**config.mk**
```make
export PLATFORM = sky130hd
export DESIGN_NAME = tea_half_round
export DESIGN_NICKNAME = d
export VERILOG_FILES = /design/src/rtl/core/tea_block_encrypt_defines.svh /design/src/rtl/core/tea_pkg.sv /design/src/rtl/core/tea_half_round.sv
export SDC_FILE = /design/constraint.sdc
export NUM_CORES = 1
export LEC_CHECK = 0
export BUFFER_PORTS_ARGS = -buffer_cell sky130_fd_sc_hd__buf_4
export CAP_MARGIN = 20
export CORE_MARGIN = 5
export CORE_UTILIZATION = 40
export DETAILED_ROUTE_END_ITERATION = 8
export PLACE_DENSITY = 0.74
export RECOVER_POWER = 50
export SLEW_MARGIN = 20
export SYNTH_ARGS = -nofsm -noshare
export SYNTH_HDL_FRONTEND = slang
export SYNTH_SLANG_ARGS = --single-unit
```
**constraint.sdc**
```tcl
create_clock -name clock -period 4.9 [get_ports clock]
set_input_delay 0.49 -clock clock [delete_from_list [all_inputs] [get_ports clock]]
set_output_delay 0.49 -clock clock [all_outputs]
set_load 0.02 [all_outputs]
```
**src/rtl/core/tea_block_encrypt_defines.svh**
```systemverilog
// ----------------------------------------------------------------------------
// TEA block encrypt assertion macros
// Shared concurrent assertion forms used by the encryption core.
// ----------------------------------------------------------------------------
`ifndef TEA_BLOCK_ENCRYPT_DEFINES_SVH
`define TEA_BLOCK_ENCRYPT_DEFINES_SVH

// Same-cycle implication, disabled while the reset input is high.
`define TEA_ASSERT_IMP(label, clk, rst, lhs, rhs) \
   label: assert property (@(posedge clk) disable iff (rst) (lhs) |-> (rhs)) \
      else $error("tea core check failed");

// Next-cycle implication, disabled while the reset input is high.
`define TEA_ASSERT_NEXT(label, clk, rst, lhs, rhs) \
   label: assert property (@(posedge clk) disable iff (rst) (lhs) |=> (rhs)) \
      else $error("tea core check failed");

`endif

```
**src/rtl/core/tea_pkg.sv**
```systemverilog
// ----------------------------------------------------------------------------
// TEA package
// Types, constants and the per-round sum function of the TEA core.
// ----------------------------------------------------------------------------
package tea_pkg;

   localparam int WordWidth       = 32;
   localparam int DefRoundCount   = 32;
   localparam int CsrIndexWidth   = 8;
   localparam logic [WordWidth-1:0] TeaDelta = 32'h9e3779b9;

   // Register indexes of the configuration port.
   localparam logic [CsrIndexWidth-1:0] KEY_WORD0_IDX = 8'd0;
   localparam logic [CsrIndexWidth-1:0] KEY_WORD1_IDX = 8'd1;
   localparam logic [CsrIndexWidth-1:0] KEY_WORD2_IDX = 8'd2;
   localparam logic [CsrIndexWidth-1:0] KEY_WORD3_IDX = 8'd3;

   typedef logic [WordWidth-1:0] word_type;

   typedef struct packed {
      word_type right;
      word_type left;
   } block_type;

   // Running sum after round r (counted from zero), modulo 2^32.
   function automatic word_type round_sum(input int r);
      word_type count;
      count = WordWidth'(r + 1);
      return WordWidth'(TeaDelta * count);
   endfunction

endpackage

```
**src/rtl/core/tea_half_round.sv**
```systemverilog
// ----------------------------------------------------------------------------
// TEA half round stage
// One registered pipeline stage that updates one half of the block.
// ----------------------------------------------------------------------------
module tea_half_round
   import tea_pkg::*;
#(
   parameter bit       UPDATE_LEFT = 1'b1,
   parameter word_type ROUND_SUM   = TeaDelta
) (
   input  logic      clock,
   input  logic      reset,
   input  logic      stage_en,
   input  logic      in_valid,
   input  block_type in_blk,
   input  word_type  key_a,
   input  word_type  key_b,
   output logic      out_valid,
   output block_type out_blk
);

   logic      valid_ff;
   block_type blk_ff;
   block_type blk_in;
   word_type  src;
   word_type  mix;

   always_comb begin
      src = UPDATE_LEFT ? in_blk.right : in_blk.left;
      mix = ((src << 4) + key_a) ^ (src + ROUND_SUM) ^ ((src >> 5) + key_b);
      blk_in = in_blk;
      if (UPDATE_LEFT) begin
         blk_in.left = in_blk.left + mix;
      end else begin
         blk_in.right = in_blk.right + mix;
      end
   end

   always_ff @(posedge clock) begin
      if (reset) begin
         valid_ff <= 1'b0;
      end else if (stage_en) begin
         valid_ff <= in_valid;
      end
   end

   always_ff @(posedge clock) begin
      if (stage_en) begin
         blk_ff <= blk_in;
      end
   end

   assign out_valid = valid_ff;
   assign out_blk   = blk_ff;

endmodule

```
==> metrics, run 1 <==
status=finished, violations left; violated checks=max-capacitance violations, max-slew violations; clk slew on worst S/H paths=0.05 ns; hold path cells=2; Slew @ Worst Pin=between 3 and 4 ns; count of final setup violators=0; drt wl/cell=17.6 um; FMAX=216 MHz; Post-synth EDFFs=64; unrepaired setup endpoints after global routing=no; relative slew slack=-1.49; Critical Path Source Type=input pin; vias post-DR=6,770; die area=20,800 um^2; fin util=0.532; Post-Syn Area=~7200 um^2; Global Route Usage Sum=0.209; nets=approximately 1,200; Tmin final=between 4 and 5 ns; Core ar.=around 18,000 um^2; worst hold path class=in2reg; Area Overhead vs Synth=31.5%; Clock Skew=0 ns; vias in the first global route=6,717; Detail Placement HPWL=18,100 um; worst skew pair latency=about 0.34 ns; Setup Crit Path Kind=in2reg; Synthesized Nets=996; post-route ant nets=0; Synth top area share=0.266; CP max-delay cell=or4_1; synthesis-stage register bit count=65; reg2reg setup slack=around 4.3 ns; CTS tree=yes; H-tree depth=3; Hold WS=approximately 0.30 ns; CTS Hold Bufs=0; Max Slew Vio Count=66; CP Capture Type=flip-flop; HP Start=reset; post-synthesis sequential area ratio=0.269; Post-Syn Area per Cell=slightly above 9 um^2; Final Cycle Share=0.947; ys async rst share=0; starting density of the core=0.404; crit path DAT=approximately 4.7 ns; row cnt=about 50; CP peak stage delay=about 0.55 ns; count of cell types in the netlist=61; first drt pass iteration count=5; critical path required time=4.98 ns; Post-synth top flop=edfxtp_1; wirelength, routed=roughly 22,000 um; R2R depth=2; DIE WIDTH=144 um; first-pass GRT wire length=between 30,000 and 40,000 um; Synth area leaders=edfxtp_1 (27%), xnor2_1 (17%), ha_1 (15%); initial antenna violation count=0; Starting DRT DRC Count=~590; I/O pin count=roughly 200; Remaining Overflow, GRT=0; crit path max fanout=2; maximum VDD drop=221 uV; maximum clock path buffer count=2; final hold vios=0; worst r2r src=out_valid; Post-Synthesis Cells=a little under 800; die height=about 140 um; Leak=roughly 4.2 nW; Max Cap Viol=1; I/O Buffers=196; Root Driver=clkbuf_16; Residual DRC=0; Hold EP=out_valid; CTS buffer count=9; n_diodes=0; GP Congestion=~0.93; Crit Reg-Reg Endpoint=out_valid; share of layout cells above drive strength 1=0.242; clk sinks=between 60 and 70; maximum number of pins on one net before global-route repair=66; critical-path cell list=buf_4 -> ha_1 -> inv_1 -> fa_1 -> nor2b_1 -> o21ai_0 -> or4b_1 -> a21oi_2 -> o21ai_0 -> nand3_1 -> o21a_1 -> xnor2_1 -> ha_1 -> or4_1 -> a21oi_2 -> o31ai_1 -> a41oi_2 -> o21ai_1 -> a21o_1 -> a221oi_2 -> xnor3_1; Yosys warnings=0; pwr dens=435 nW/um^2; cell taking the most area after synthesis=edfxtp_1; Vias/cell=~5.4
## critical path, delay by kind of cell
family	cells	cell delay [ns]
and+or+nand+nor	4	1.27
AOI/OAI and AO/OA	10	1.72
adders and majority gates	3	0.61
xor gates and xnor gates	2	0.42
buffers and inverters	2	0.20
## state kept, by name (all words and copies together) (netlist names)
signal	cells
out_blk	64
out_valid	1
## Yosys cell counts, types with 4 or more instances
cell type and instances:
a2111oi_0 4, a211oi_1 5, a21boi_0 5, a21o_1 36
a21oi_1 71, a221oi_1 4, a31oi_1 11, and2_1 4
and3_1 9, clkbuf_1 4, edfxtp_1 64, ha_1 88
inv_1 30, nand2_1 48, nand2b_1 10, nand3_1 15
nand4_1 7, nor2_1 37, nor2b_1 10, nor3_1 9
o211ai_1 8, o21a_1 8, o21ai_0 37, o21ai_1 5
o21bai_1 17, or2_2 4, xnor2_1 140, xor2_1 34
## stage by stage
step           instance area, um^2  instances  worst slack (ns)  power [W]  setup TNS (ns)
2_1_floorplan                 7220        773             0.295    0.00266               0
3_3_place_gp                  9240       1232            0.0553    0.00341               0
3_5_place_dp                  9240       1232           -0.0667    0.00346         -0.0989
4_1_cts                       9540       1248             0.285    0.00413               0
5_1_grt                       9490       1248           0.00981    0.00444               0
6_report                      9490       1248             0.260    0.00413               0
## timing repair
item,4_1_cts,5_1_grt
setup endpoints to repair,0,4
setup buffers,0,0
resized for setup,0,9
## cell usage in the layout, fill, tap and decap left out, types with 3 or more instances in the layout
| cell | n |
|---|---|
| and4_1 | 3 |
| a21oi_1 | 69 |
| ha_1 | 88 |
| o21a_1 | 8 |
| o21ai_1 | 7 |
| a31oi_1 | 10 |
| a21oi_2 | 3 |
| nand2_1 | 48 |
| inv_1 | 30 |
| and3_1 | 9 |
| and2_1 | 4 |
| a211oi_1 | 5 |
| nand3b_1 | 3 |
| clkbuf_16 | 9 |
| nor3_1 | 9 |
| o211ai_1 | 8 |
| nor2b_1 | 10 |
| a2111oi_0 | 4 |
| edfxtp_1 | 64 |
| nand4_1 | 7 |
| o21bai_1 | 17 |
| a21o_1 | 36 |
| o21ai_0 | 35 |
| a21boi_0 | 5 |
| or2_2 | 4 |
| clkbuf_1 | 23 |
| nand2b_1 | 10 |
| nor2_1 | 37 |
| nand3_1 | 15 |
| xnor2_1 | 140 |
| buf_4 | 213 |
| fa_1 | 3 |
| xor2_1 | 34 |
| a221oi_1 | 3 |
## final cells by class
type | count | area (um^2)
clock buffer | 12 | 246
clock inverter | 4 | 52.6
fill | 1666 | 8350
inverter | 30 | 113
multi-input combinational | 674 | 5170
sequential | 65 | 1940
tap | 229 | 287
timing repair buffer | 234 | 1680
## worst max-delay path by stage
stage	startpoint	slack [ns]	endpoint	cells past startpoint
2_1_floorplan	in_blk[32]	0.30	out_blk[31]	19
3_3_place_gp	in_blk[39]	0.06	out_blk[31]	20
3_5_place_dp	in_blk[37]	-0.07	out_blk[31]	22
4_1_cts	in_blk[37]	0.29	out_blk[31]	22
5_1_grt	in_blk[49]	0.01	out_blk[30]	21
6_report	in_blk[37]	0.26	out_blk[31]	21
## cells by family after synthesis
family | after synthesis | share of synthesized area
compound gates | 231 | 0.207
xor+xnor | 176 | 0.217
fa+ha+maj | 91 | 0.161
buf+inv | 34 | 0.0177
flops | 65 | 0.269
mux | 2 | 0.00277
simple gates | 174 | 0.125
## layer usage
metal | GRT usage | part of all wire | vias to the layer above
met5 | 0 | 0 | -
met4 | 0.0815 | 0.035 | 0
met3 | 0.0341 | 0.052 | 41
met2 | 0.334 | 0.46 | 230
met1 | 0.283 | 0.45 | 3158
li1 | - | - | 3341
## power by group
group          total [W]  leakage, nW  switching [W]  internal [W]
Sequential      0.000915        0.635      0.0000457      0.000869
Clock           0.000657        0.147       0.000248      0.000409
Combinational    0.00255         3.39        0.00137       0.00119
Total            0.00413         4.17        0.00166       0.00247
No activity file was read; power rests on OpenSTA's default activity.
==> run 2: changes to the inputs <==
Settings changed: CTS_BUF_LIST from default to sky130_fd_sc_hd__clkbuf_8.
==> run 2 against run 1 <==
Against the previous run:
- the flow still finishes with violations (max-capacitance violations, max-slew violations)
- clock skew is the same
- flip-flop and latch count unchanged
- setup slack improved by 0.030 ns
- critical path depth unchanged
==> metrics, run 2 (synthesis gave the netlist of run 1 again) <==
fin util=0.526 (-0.00624); Final Cycle Share=0.941 (-0.00603); die area=20,800 um^2 (unchanged); max reg flops=64 (unchanged); share of layout cells above drive strength 1=0.240 (-0.00196); Max Cap Viol=1 (unchanged); hold path cells=2 (unchanged); n_diodes=0 (unchanged); HP Start=reset; CTS buffer count=9 (unchanged); critical path required time=5.01 ns (+0.03 ns); status=finished, violations left; crit path max fanout=2 (unchanged); H-tree depth=3 (unchanged); Cell Area, Placed=9240 um^2 (unchanged); CTS tree=yes; setup TNS=0 ns (unchanged); count of final setup violators=0 (unchanged); Global Route Usage Sum=0.208 (-0.000485); Clock Skew=0 ns (unchanged); Worst Setup SP=in_blk[37]; Detail Placement HPWL=18,100 um (unchanged); reg2reg setup slack=4.27 ns (about the same); Root Driver=clkbuf_8; vias post-DR=6,726 (-0.65%); Leak=4.13 nW (-0.93%); row cnt=49 (unchanged); Remaining Overflow, GRT=0 (unchanged); Design Area, Final=9380 um^2 (-1.2%); violated checks=max-capacitance violations, max-slew violations; first drt pass iteration count=5 (unchanged); wirelength, routed=21,800 um (-0.75%); maximum VDD drop=192 uV (-13%); Residual DRC=0 (unchanged); I/O pin count=197 (unchanged); worst r2r src=out_valid; GP Congestion=0.929 (unchanged); vias in the first global route=6,695 (-0.33%); Max Slew Vio Count=66 (unchanged); starting density of the core=0.404 (unchanged); drt wl/cell=17.5 um (-0.75%); Tmin final=4.61 ns (-0.0295 ns); pwr dens=420 nW/um^2 (-3.5%); FMAX=217 MHz (+0.64%); die height=144 um (unchanged); post-route ant nets=0 (unchanged); Crit Reg-Reg Endpoint=out_valid; Setup Crit Path Kind=in2reg; I/O Buffers=196 (unchanged); Vias/cell=5.39 (-0.65%); Critical Path Source Type=input pin; first-pass GRT wire length=34,000 um (-0.22%); Starting DRT DRC Count=592 (+1.0%); maximum number of pins on one net before global-route repair=66 (unchanged); final hold vios=0 (unchanged); clk sinks=65 (unchanged); worst skew pair latency=0.37 ns (+0.03 ns); worst setup path endpoint=out_blk[31]; commonest non-fill, non-tap cell in the layout=buf_4; crit path DAT=4.72 ns (about the same); unrepaired setup endpoints after global routing=no; initial antenna violation count=0 (unchanged); R2R depth=2 (unchanged); Core ar.=17,800 um^2 (unchanged); DIE WIDTH=144 um (unchanged); worst hold path class=in2reg; most frequent cells in the layout=buf_4 (213), xnor2_1 (140), ha_1 (88); Area Overhead vs Synth=30.0%; CTS Hold Bufs=0 (unchanged); Slew @ Worst Pin=3.68 ns (-0.0447 ns); CP Capture Type=flip-flop; clk slew on worst S/H paths=0.07 ns (+0.02 ns); relative slew slack=-1.46 (+0.0298); nets=1,237 (unchanged); maximum clock path buffer count=2 (unchanged)
run 2: changes by cell type in the layout (fill, tap and decap cells not counted), sizes merged:
cell	previous run	this run
inv	30	32
clkbuf	33	31
run 2: layout make-up:
class	count	area [um^2]
inverter	30	113
fill	1676	8460
sequential	65	1940
tap	229	287
timing repair buffer	234	1680
multi-input combinational	674	5160
clock inverter	6	60.1
clock buffer	10	138
run 2: worst max-delay path: stages:
cell and delay, ns:
buf_4 0.12, ha_1 0.21, inv_1 0.08, fa_1 0.20
nor2b_1 0.05, o21ai_0 0.22, or4b_1 0.50, a21oi_1 0.18
o21ai_0 0.13, nand3_1 0.15, o21a_1 0.14, xnor2_1 0.09
ha_1 0.20, or4_1 0.55, a21oi_2 0.17, o31ai_1 0.11
a41oi_2 0.21, o21ai_1 0.11, a21o_1 0.20, a221oi_2 0.27
xnor3_1 0.33
run 2: metrics by stage:
step                      instances  setup slack [ns]  power [W]  hold WS (ns)
after floorplan                 773             0.295    0.00266         0.562
after global placement         1232            0.0553    0.00341         0.473
after detailed placement       1232           -0.0667    0.00346         0.485
after CTS                      1248             0.326    0.00395         0.242
after global routing           1248            0.0109    0.00426         0.249
final                          1248             0.290    0.00394         0.264
run 2: worst min-delay path by stage:
stage                end  slack (ns)
2_1_floorplan  out_valid        0.56
3_3_place_gp   out_valid        0.47
3_5_place_dp   out_valid        0.48
4_1_cts        out_valid        0.24
5_1_grt        out_valid        0.25
6_report       out_valid        0.26
run 2: timing repair:
action | in CTS | in global routing
resized for setup | 0 | 5
buffers inserted | 0 | 0
setup endpoints to repair | 0 | 2
run 2: power by group:
part	internal, W	switching [W]	leakage [nW]
Combinational	0.00119	0.00136	3.39
Clock	0.000246	0.000231	0.109
Sequential	0.000868	0.0000456	0.635
run 2: routing by layer:
metal	global-route usage	routed length, um
met3	0.0357	1120
met5	0	0
met2	0.330	10000
met4	0.0805	723
met1	0.285	9930
